--- src/design/assert_macros.svh ---
// Assertion macros for the evaluator RTL, used by the pipeline control.
`ifndef ASSERT_MACROS_SVH
`define ASSERT_MACROS_SVH

// Generic clocked assertion, disabled while reset is asserted.
`define BEZ_ASSERT(lbl, clk, rstn, prop, msg) \
  lbl: assert property (@(posedge clk) disable iff (!rstn) prop) else $error(msg);

// Same, on the standard clk_i / rst_ni pair of the module.
`define BEZ_ASSERT_STD(lbl, prop, msg) \
  `BEZ_ASSERT(lbl, clk_i, rst_ni, prop, msg)

`endif

--- src/design/bez_pkg.sv ---
// Shared constants and types for the Bezier point evaluator.
`timescale 1ns / 1ps
package bez_pkg;

  localparam int COORD_W   = 32;
  localparam int T_W       = 18;
  localparam int T_FRAC    = 16;
  localparam int TC_W      = T_FRAC + 1;          // clamped t, 0..1.0 inclusive
  localparam int DIFF_W    = COORD_W + 1;
  localparam int PROD_W    = DIFF_W + TC_W + 1;
  localparam int TYPE_W    = 2;
  localparam int NUM_REGS  = 8;
  localparam int CFG_IDX_W = 4;
  localparam int REG_SEL_W = $clog2(NUM_REGS);
  localparam int NUM_AXES  = 2;
  localparam int NSTG      = 7;

  localparam logic [TYPE_W-1:0] REQ_LINEAR = 2'd0;
  localparam logic [TYPE_W-1:0] REQ_QUAD   = 2'd1;
  localparam logic [TYPE_W-1:0] REQ_CUBIC  = 2'd2;

  // Register map: point k, axis a sits at index 2*k + a.
  localparam logic [CFG_IDX_W-1:0] REG_P0_X = 4'd0;
  localparam logic [CFG_IDX_W-1:0] REG_P0_Y = 4'd1;
  localparam logic [CFG_IDX_W-1:0] REG_P1_X = 4'd2;
  localparam logic [CFG_IDX_W-1:0] REG_P1_Y = 4'd3;
  localparam logic [CFG_IDX_W-1:0] REG_P2_X = 4'd4;
  localparam logic [CFG_IDX_W-1:0] REG_P2_Y = 4'd5;
  localparam logic [CFG_IDX_W-1:0] REG_P3_X = 4'd6;
  localparam logic [CFG_IDX_W-1:0] REG_P3_Y = 4'd7;

  // Pipeline stages
  localparam int ST_CLAMP  = 0;
  localparam int ST_L1_MUL = 1;
  localparam int ST_L1_ADD = 2;
  localparam int ST_L2_MUL = 3;
  localparam int ST_L2_ADD = 4;
  localparam int ST_L3_MUL = 5;
  localparam int ST_L3_ADD = 6;

  typedef logic signed [COORD_W-1:0] coord_t;
  typedef logic [TC_W-1:0] tclamp_t;

  typedef struct packed {
    logic [NSTG-1:0] en;
    logic            in_ready;
    logic            out_valid;
  } pipe_ctl_t;

endpackage

--- src/design/bez_pipe_ctrl.sv ---
// Valid/ready control for the evaluator pipeline, per-stage bubble collapse.
`timescale 1ns / 1ps
`include "assert_macros.svh"
module bez_pipe_ctrl (
  input  logic               clk_i,
  input  logic               rst_ni,
  input  logic               in_valid_i,
  input  logic               out_ready_i,
  output bez_pkg::pipe_ctl_t ctl_o
);
  import bez_pkg::*;

  logic [NSTG-1:0] valid_q;
  logic [NSTG-1:0] rdy;

  // A stage may load when it is empty or its contents move on.
  always_comb begin
    rdy[NSTG-1] = !valid_q[NSTG-1] || out_ready_i;
    for (int k = NSTG - 2; k >= 0; k--) begin
      rdy[k] = !valid_q[k] || rdy[k+1];
    end
  end

  always_ff @(posedge clk_i or negedge rst_ni) begin
    if (!rst_ni) begin
      valid_q <= '0;
    end else begin
      if (rdy[0]) begin
        valid_q[0] <= in_valid_i;
      end
      for (int k = 1; k < NSTG; k++) begin
        if (rdy[k]) begin
          valid_q[k] <= valid_q[k-1];
        end
      end
    end
  end

  assign ctl_o.en        = rdy;
  assign ctl_o.in_ready  = rdy[0];
  assign ctl_o.out_valid = valid_q[NSTG-1];

  `BEZ_ASSERT_STD(a_accept_loads, in_valid_i && rdy[0] |=> valid_q[0], "accepted transaction lost at entry")
  `BEZ_ASSERT_STD(a_stall_holds, valid_q[NSTG-1] && !out_ready_i |=> valid_q[NSTG-1], "stalled result dropped")
  `BEZ_ASSERT_STD(a_block_only_full, !rdy[0] |-> (&valid_q), "input blocked with a bubble in the pipe")

endmodule

--- config.mk ---
export PLATFORM = sky130hd
export DESIGN_NAME = bez_pipe_ctrl
export DESIGN_NICKNAME = d
export VERILOG_FILES = /design/src/design/bez_pkg.sv /design/src/design/bez_pipe_ctrl.sv
export VERILOG_INCLUDE_DIRS = /design/src /design/src/design
export SDC_FILE = /design/constraint.sdc
export NUM_CORES = 1
export LEC_CHECK = 0
export ABC_AREA = 0
export BUFFER_PORTS_ARGS = -buffer_cell sky130_fd_sc_hd__buf_2
export CAP_MARGIN = 20
export CORE_AREA = 2 2 39 41
export CTS_BUF_LIST = sky130_fd_sc_hd__clkbuf_4
export DETAILED_ROUTE_END_ITERATION = 16
export DIE_AREA = 0 0 41 43
export PLACE_DENSITY_LB_ADDON = 0.25
export SETUP_SLACK_MARGIN = 0.15
export SLEW_MARGIN = 20
export SYNTH_ARGS = -nofsm -noshare
export SYNTH_HDL_FRONTEND = slang
export SYNTH_SLANG_ARGS = --single-unit
--- constraint.sdc ---
create_clock -name clk_i -period 1.8 [get_ports clk_i]
set_input_delay 0.09 -clock clk_i [delete_from_list [all_inputs] [get_ports clk_i]]
set_output_delay 0.09 -clock clk_i [all_outputs]
set_load 0.03 [all_outputs]
==> impl_metrics.yaml <==
drt:
  first_pass_iters: 2
  num_vias: 240
  drtAntennaViolNets: 0
  viasPerCell: 4.29
  wl_per_cell_um: 10.9
  drc: 0
  drt_iter0_drc: 3
  route.final.wire_length_um: 608
power_and_ir_drop:
  leakage_nw: 0.181
  peakVddDrop_mv: 0.340
  power_density_mw_per_mm2: 1240
  report.power.total_w: 0.000498
floorplanning:
  die_y_um: 43
  initial_utilization: 0.225
  dieArea_mm2: 0.00176
  rows: 14
  io_pins: 13
  core-area_mm2: 0.00138
  die_w_um: 41
run:
  cap_viol_max_count: 0
synth:
  netlist_area_um2: 312
  synth_nets: 31
  postSynthAreaPerCell_um2: 11.5
  synthTopCellsByArea: "dfrtp_1 (56%), nand2b_1 (6.0%), a21o_1 (4.8%), buf_4 (4.8%), buf_6 (3.6%)"
  postSynthCellCount: 27
  ys_ff_latch: 7
  yosys_warnings: 0
  ys_seq_area_frac: 0.562
  yosys.area.top_type: "dfrtp_1"
  netlist.area_leader.share: 0.562
  ys_types: 16
layout:
  final_common_cell: "buf_2"
  multi_input_area_um2: 101
  regMostFlops: "valid_q"
  reg_top3: "valid_q: 7 flops"
  nets: 45
  layout_common_cells: "buf_2 (12), dfrtp_1 (7), clkbuf_4 (4), nand2b_1 (3)"
  final_layout_size_suffix_gt1_frac: 0.400
  final-seq-area_um2: 175
  largest_reg_flops: 7
  diodes: 0
  area_delta_synth_final_pct: 28.5
  stdcell_count: 56
  num-fill-cells: 150
sta:
  worst-slew-pin-transition_ps: 326
  setup_violations: 0
  rsz0062_at_grt: "no"
  finalCritPeriodShare: 0.822
  finalHoldViolations: 0
  min_period_ps: 1480
  worst_slack_ps: 321
  skew_ps: 1.09
  fmax_mhz: 676
  finalSetupTns_ps: 0
  max_slew_margin: 0.782
  slew_viol_final: 0
  hold_ws_ps: 27.6
critical_path:
  cp-start-kind: "flip-flop"
  critical_path_class: "flip-flop to output port"
  rr_startpoint: "valid_q[5]$_DFFE_PN0P_"
  r2r_slack_ps: 720
  critical_path_buf_inv_count: 1
  crit_chain: "and4b_1, nand4_1, buf_2"
  r2r-end: "valid_q[0]$_DFFE_PN0P_"
  slowest_delay_ps: 400
  critPathMaxFanout: 10
  cp-startpoint: "valid_q[6]$_DFFE_PN0P_"
  crit_required_ps: 1710
  cp_data_arrival_time_ps: 1390
  setup.worst_path.end_class: "output port"
  path_delay_family: "simple AND/OR/NAND/NOR gates"
  slowest_stage: "and4b_1"
  r2r_cells: 2
clock_tree:
  clkSinkCount: 7
  tritoncts: "done"
  clock_latency_ps: 250
  clk_path_buf_depth: 2
  clk_pin_slew_ps: 50
  root_buffer: "clkbuf_4"
  cts_resized: 0
  numCtsBuffers: 3
  cts_max_level: 1
min_path:
  hold_end: "valid_q[0]$_DFFE_PN0P_"
  min_delay_path_depth: 2
  min-delay-start: "in_valid_i"
  min_path_type: "input pin to flip-flop"
status:
  status: "complete, no violations"
place:
  dp_cells: 51
  gp_congestion: 0.636
  portBuffers: 12
  hpwl_um: 455
  pre_cts_slack_ps: 587
grt:
  grtUsageTotal: 0.0841
  grt_pass1_vias: 233
  grt_pass1_wl_um: 897
  antenna_found_initial: 0
  overflow: 0
  grt_start_max_net_pins: 11
-- worst max-delay path by stage --
| stage | end | cells after the start | slack, ps |
|---|---|---|---|
| after CTS | ctl_o[1] | 3 | 300 |
| after global routing | ctl_o[1] | 3 | 220 |
| final | ctl_o[1] | 3 | 320 |
| after detailed placement | ctl_o[1] | 3 | 590 |
| after floorplan | ctl_o[2] | 4 | 390 |
| after global placement | ctl_o[1] | 3 | 620 |
-- cell type report --
| type | count | area share |
|---|---|---|
| multi-input combinational | 15 | 0.253 |
| inverter | 1 | 0.00938 |
| clock buffer | 4 | 0.0750 |
| timing repair buffer | 13 | 0.175 |
| sequential | 7 | 0.438 |
| tap | 16 | 0.0500 |
-- cell usage after synthesis --
| cell | n |
|---|---|
| inv_1 | 1 |
| or2_1 | 1 |
| buf_6 | 1 |
| nand2b_1 | 3 |
| nand2_1 | 2 |
| dfrtp_1 | 7 |
| and4b_1 | 1 |
| a41o_1 | 1 |
| and2_1 | 1 |
| buf_2 | 1 |
| a31o_1 | 1 |
| buf_4 | 2 |
| nand4_1 | 1 |
| a21o_1 | 2 |
| nand3_1 | 1 |
| nand3b_1 | 1 |
-- per-stage QoR --
stage	instance area, um2	util
floorplan	312	-
global placement	360	0.260
detailed placement	360	0.260
CTS	400	0.289
global route	400	0.289
finish	400	0.289
-- what timing repair did --
item                      in CTS  in global routing
hold endpoints to repair       7                  0
hold buffers                   1                  0
setup buffers                  0                  0
-- per-layer routing --
metal  wire [um]  up-vias  track usage
met5           0        -            0
met4          27        0       0.0800
met3          76        3       0.0471
met2         253       15        0.109
met1         250      107       0.0894
li1            -      115            -
-- worst register-to-register path, stage by stage, from the launching register on --
cell     delay (ps)
dfrtp_1         380
and4b_1         320
a41o_1          270
-- cells by family after synthesis --
group	after synthesis	share of synthesized area
compound gates	4	0.108
buf+inv	5	0.112
flops	7	0.562
simple gates	11	0.217
-- power by group --
group / switching [W] / internal, W / leakage, nW
registers: 0.0000163 / 0.000181 / 0.0738
clock network: 0.0000601 / 0.0000998 / 0.0184
logic: 0.0000954 / 0.0000453 / 0.0885
Note: power is estimated with default switching activity, not from simulation.
