[src/design/assert_macros.svh]
// Assertion macros for the evaluator RTL, used by the pipeline control.
`ifndef ASSERT_MACROS_SVH
`define ASSERT_MACROS_SVH

// Generic clocked assertion, disabled while reset is asserted.
`define BEZ_ASSERT(lbl, clk, rstn, prop, msg) \
  lbl: assert property (@(posedge clk) disable iff (!rstn) prop) else $error(msg);

// Same, on the standard clk_i / rst_ni pair of the module.
`define BEZ_ASSERT_STD(lbl, prop, msg) \
  `BEZ_ASSERT(lbl, clk_i, rst_ni, prop, msg)

`endif

[src/design/bez_pkg.sv]
// Shared constants and types for the Bezier point evaluator.
`timescale 1ns / 1ps
package bez_pkg;

  localparam int COORD_W   = 32;
  localparam int T_W       = 18;
  localparam int T_FRAC    = 16;
  localparam int TC_W      = T_FRAC + 1;          // clamped t, 0..1.0 inclusive
  localparam int DIFF_W    = COORD_W + 1;
  localparam int PROD_W    = DIFF_W + TC_W + 1;
  localparam int TYPE_W    = 2;
  localparam int NUM_REGS  = 8;
  localparam int CFG_IDX_W = 4;
  localparam int REG_SEL_W = $clog2(NUM_REGS);
  localparam int NUM_AXES  = 2;
  localparam int NSTG      = 7;

  localparam logic [TYPE_W-1:0] REQ_LINEAR = 2'd0;
  localparam logic [TYPE_W-1:0] REQ_QUAD   = 2'd1;
  localparam logic [TYPE_W-1:0] REQ_CUBIC  = 2'd2;

  // Register map: point k, axis a sits at index 2*k + a.
  localparam logic [CFG_IDX_W-1:0] REG_P0_X = 4'd0;
  localparam logic [CFG_IDX_W-1:0] REG_P0_Y = 4'd1;
  localparam logic [CFG_IDX_W-1:0] REG_P1_X = 4'd2;
  localparam logic [CFG_IDX_W-1:0] REG_P1_Y = 4'd3;
  localparam logic [CFG_IDX_W-1:0] REG_P2_X = 4'd4;
  localparam logic [CFG_IDX_W-1:0] REG_P2_Y = 4'd5;
  localparam logic [CFG_IDX_W-1:0] REG_P3_X = 4'd6;
  localparam logic [CFG_IDX_W-1:0] REG_P3_Y = 4'd7;

  // Pipeline stages
  localparam int ST_CLAMP  = 0;
  localparam int ST_L1_MUL = 1;
  localparam int ST_L1_ADD = 2;
  localparam int ST_L2_MUL = 3;
  localparam int ST_L2_ADD = 4;
  localparam int ST_L3_MUL = 5;
  localparam int ST_L3_ADD = 6;

  typedef logic signed [COORD_W-1:0] coord_t;
  typedef logic [TC_W-1:0] tclamp_t;

  typedef struct packed {
    logic [NSTG-1:0] en;
    logic            in_ready;
    logic            out_valid;
  } pipe_ctl_t;

endpackage

[src/design/bez_lerp.sv]
// Two-stage linear interpolation slice: multiply stage, then shift and add.
`timescale 1ns / 1ps
module bez_lerp (
  input  logic             clk_i,
  input  logic             en_mul_i,
  input  logic             en_add_i,
  input  bez_pkg::coord_t  a_i,
  input  bez_pkg::coord_t  b_i,
  input  bez_pkg::tclamp_t t_i,
  output bez_pkg::coord_t  res_o
);
  import bez_pkg::*;

  logic signed [DIFF_W-1:0] diff;
  logic signed [PROD_W-1:0] prod_d, prod_q;
  logic signed [PROD_W-1:0] shifted, sum;
  coord_t                   a_q;
  coord_t                   res_d, res_q;

  always_comb begin
    diff   = {b_i[COORD_W-1], b_i} - {a_i[COORD_W-1], a_i};
    prod_d = PROD_W'(diff) * PROD_W'($signed({1'b0, t_i}));
  end

  always_ff @(posedge clk_i) begin
    if (en_mul_i) begin
      prod_q <= prod_d;
      a_q    <= a_i;
    end
  end

  // Arithmetic shift floors; the sum stays between a and b.
  always_comb begin
    shifted = prod_q >>> T_FRAC;
    sum     = shifted + {{(PROD_W-COORD_W){a_q[COORD_W-1]}}, a_q};
    res_d   = sum[COORD_W-1:0];
  end

  always_ff @(posedge clk_i) begin
    if (en_add_i) begin
      res_q <= res_d;
    end
  end

  assign res_o = res_q;

endmodule

[config.mk]
export PLATFORM = sky130hd
export DESIGN_NAME = bez_lerp
export DESIGN_NICKNAME = d
export VERILOG_FILES = /design/src/design/assert_macros.svh /design/src/design/bez_pkg.sv /design/src/design/bez_lerp.sv
export SDC_FILE = /design/constraint.sdc
export NUM_CORES = 2
export LEC_CHECK = 0
export BUFFER_PORTS_ARGS = -buffer_cell sky130_fd_sc_hd__buf_2
export CORE_MARGIN = 10
export CORE_UTILIZATION = 50
export CTS_BUF_LIST = sky130_fd_sc_hd__clkbuf_16
export CTS_CLUSTER_SIZE = 25
export DETAILED_ROUTE_END_ITERATION = 16
export HOLD_SLACK_MARGIN = 0.08
export PLACE_DENSITY = 0.63
export SLEW_MARGIN = 15
export SYNTH_ARGS = -nofsm -noshare
export SYNTH_HDL_FRONTEND = slang
export SYNTH_SLANG_ARGS = --single-unit
[constraint.sdc]
create_clock -name clk_i -period 23.7 [get_ports clk_i]
set_input_delay 3.555 -clock clk_i [delete_from_list [all_inputs] [get_ports clk_i]]
set_output_delay 3.555 -clock clk_i [all_outputs]
set_load 0.03 [all_outputs]
==> results_dict.tcl <==
set metrics [dict create \
    drtAntennaViolNets 0 \
    synth_top_family_by_area "adder cells" \
    ys_ff_latch 96 \
    yosys.area.top_type "fa_1" \
    vias_per_cell 5.240 \
    slowest_delay_ns 0.86 \
    synth_compound_area_share_pct 6.898 \
    dpl_worst_slack_ns 10.83 \
    synth_area_um2 24520 \
    status "finished, final reports clean" \
    start_kind "input port" \
    cts_buffer_depth 2 \
    initial_core_util_pct 50.31 \
    cp-endpoint "prod_q[42]" \
    drc_errors 0 \
    r2r_cells 11 \
    synth.avg_cell_area_um2 9.364 \
    syn_inst 2619 \
    drt_first_pass_iters 5 \
    drive_above_1_share_pct 6.994 \
    place_area_um2 25880 \
    pin_count 116 \
    cts_buffers 9 \
    fin_crit_sh_pct 52.91 \
    synthSimpleGateAreaFrac_pct 15.56 \
    ctsHtreeMaxLevel 3 \
    path_class "input port to flop" \
    via_count 17570 \
    wl_mm 63.00 \
    cp.required_ns 23.80 \
    grt_overflow_total 0 \
    finalSetupViolCount 0 \
    worstMarginPinSlew_ns 1.112 \
    crit_fanout 17 \
    finalInstanceArea_um2 26180 \
    synth-seq-area-share_pct 11.76 \
    grt_pass1_vias 19080 \
    endpoint_kind "flop" \
    gr-usage-met3_pct 3.435 \
    r2r_start "prod_q[17]" \
    fin_ws_ns 11.16 \
    slew_violations 0 \
    die_width_um 241.5 \
    syn_nets 3392 \
    layout_commonest_cell "inv_1" \
    grt_busiest_layer "met2" \
    post_cts_buffers 0 \
    antenna_found_initial 2 \
    grt_start_max_net_pins 65 \
    drv_cap 0 \
    startpoint "a_i[0]" \
    post_cts_resized 0 \
    cts_hold_buf 0 \
    path_common_cell "fa_1" \
    async_reset_ff_share_pct 0 \
    io_buffers 115 \
    die-height_um 241.5 \
    arrival_ns 12.64 \
    dp_hpwl_mm 50.05 \
    hold_viol_final 0 \
    fp.dieArea_um2 58310 \
    use_met1_pct 30.66 \
    grt_pass1_wl_mm 102.3 \
    rsz0062_at_grt "no" \
    syn_to_final_growth_pct 6.750 \
    coreArea_um2 48750 \
    synth_fa_ha_area_share_pct 50.95 \
    period_minus_slack_ns 12.54 \
    synthXorXnorAreaFrac_pct 3.480 \
    row_count 81 \
    root_buffer "clkbuf_16" \
    finClkSkew_ns 0.008912 \
    ys_top_cells_by_area "fa_1 (42%), edfxtp_1 (12%), inv_1 (9.9%)" \
    yosysWarnings 0 \
    ys_types 69 \
    gp_congestion 0.8609 \
    synth_edf_count 96 \
    fmaxAchievable_mhz 79.75 \
    max_slew_margin_pct 25.53 \
    crit_slowest_cell "xnor2_2" \
    synthMuxAreaShare_pct 0.04082 \
    layout_common_cells "inv_1 (647), fa_1 (516), nand2_1 (300)" \
    nNetsFinal 3456 \
    finalSetupTns_ns 0 \
    drt-initial-drc-count 1050 \
    clk_pin_slew_ns 0.07 \
    ys_dominant_reg_cell "edfxtp_1" \
    filler_cell_count 4468 \
    r2r_end "res_o[31]" \
    insertion_delay_ns 0.36 \
    cts_sinks 96 \
    synth_top_area_share_pct 42.12 \
    r2r_setup_slack_ns 20.14 \
    track_usage_pct 22.45 \
    hold_slack_ns 0.5722 \
    tritoncts "built" \
    hp-class "flop to flop" \
    wl_per_cell_um 18.78 \
    met2_usage_pct 36.80 \
]
## Yosys cell counts (3+ instances only)
master,count
nor2_1,56
a21oi_1,81
buf_2,5
o21ai_1,7
nor4_1,3
ha_1,173
a31oi_1,4
o21ai_0,40
o21bai_1,8
a2111oi_0,4
o2111ai_1,4
xor2_1,30
a21boi_0,4
a211oi_1,3
xnor2_1,63
a21o_1,40
o211ai_1,3
nor2b_1,38
o21a_1,22
edfxtp_1,96
clkbuf_1,83
o31a_1,6
or3_1,7
inv_1,647
nand3b_1,4
and3_1,7
fa_1,516
nor3_1,13
nand2b_1,14
nand2_1,300
nand4_1,5
nand3_1,14
and3b_1,14
o31ai_1,6
and2_1,256
## stage by stage
| stage | util, % | instances |
|---|---|---|
| 2_1_floorplan | - | 2619 |
| 3_3_place_gp | 53.09 | 3336 |
| 3_5_place_dp | 53.09 | 3336 |
| 4_1_cts | 53.69 | 3352 |
| 5_1_grt | 53.70 | 3353 |
| 6_report | 53.70 | 3354 |
## final cells by class
class                   count  area, um2  share of cell area (%)
multi-input cells        1787      18960                   72.42
flip-flops and latches     96       2883                   11.01
inverters                 647       2429                   9.277
well taps                 664      830.8                   3.174
repair buffers            142      778.2                   2.973
clock buffers               9      225.2                  0.8603
clock inverters             7      70.07                  0.2676
diodes                      2      5.005                 0.01912
## critical path: cells and delay by family
kind                       cells  cell delay, ns
adders and majority gates      9            3.83
and+or+nand+nor                6            1.30
buffers and inverters          3            0.24
AOI/OAI and AO/OA             11            2.74
xor gates and xnor gates       2            0.94
## worst min path at each step
stage | start | endpoint | slack [ns] | cells after the start
6_report | a_q[0] | res_o[0] | 0.57 | 1
5_1_grt | a_q[0] | res_o[0] | 0.59 | 1
4_1_cts | a_q[0] | res_o[0] | 0.57 | 1
3_5_place_dp | a_q[0] | res_o[0] | 0.56 | 1
3_3_place_gp | a_q[0] | res_o[0] | 0.52 | 1
2_1_floorplan | a_q[0] | res_o[0] | 0.51 | 1
## flip-flops by register name, indices dropped and copies added (netlist names)
register / count
a_q: 32
res_o: 32
prod_q: 32
## cells by family (layout without fill, tap and decap cells)
kind of cell / count (synthesis) / in the layout
AO/OA/AOI/OAI: 257 / 257
AND/OR/NAND/NOR: 745 / 745
XOR/XNOR: 95 / 95
other: 0 / 2
multiplexers: 1 / 1
adder cells (fa/ha/maj): 689 / 689
buffers and inverters: 736 / 805
flip-flops: 96 / 96
## per-layer routing
metal	vias to the layer above	share of wire, %
met5	-	0.021
met4	2	2.4
met3	87	6.6
met2	517	47
met1	8996	44
li1	7972	-
Power is left out: the tool's default activity adds up to more than one toggle a clock period on the data nets, which glitch-free logic cannot reach.
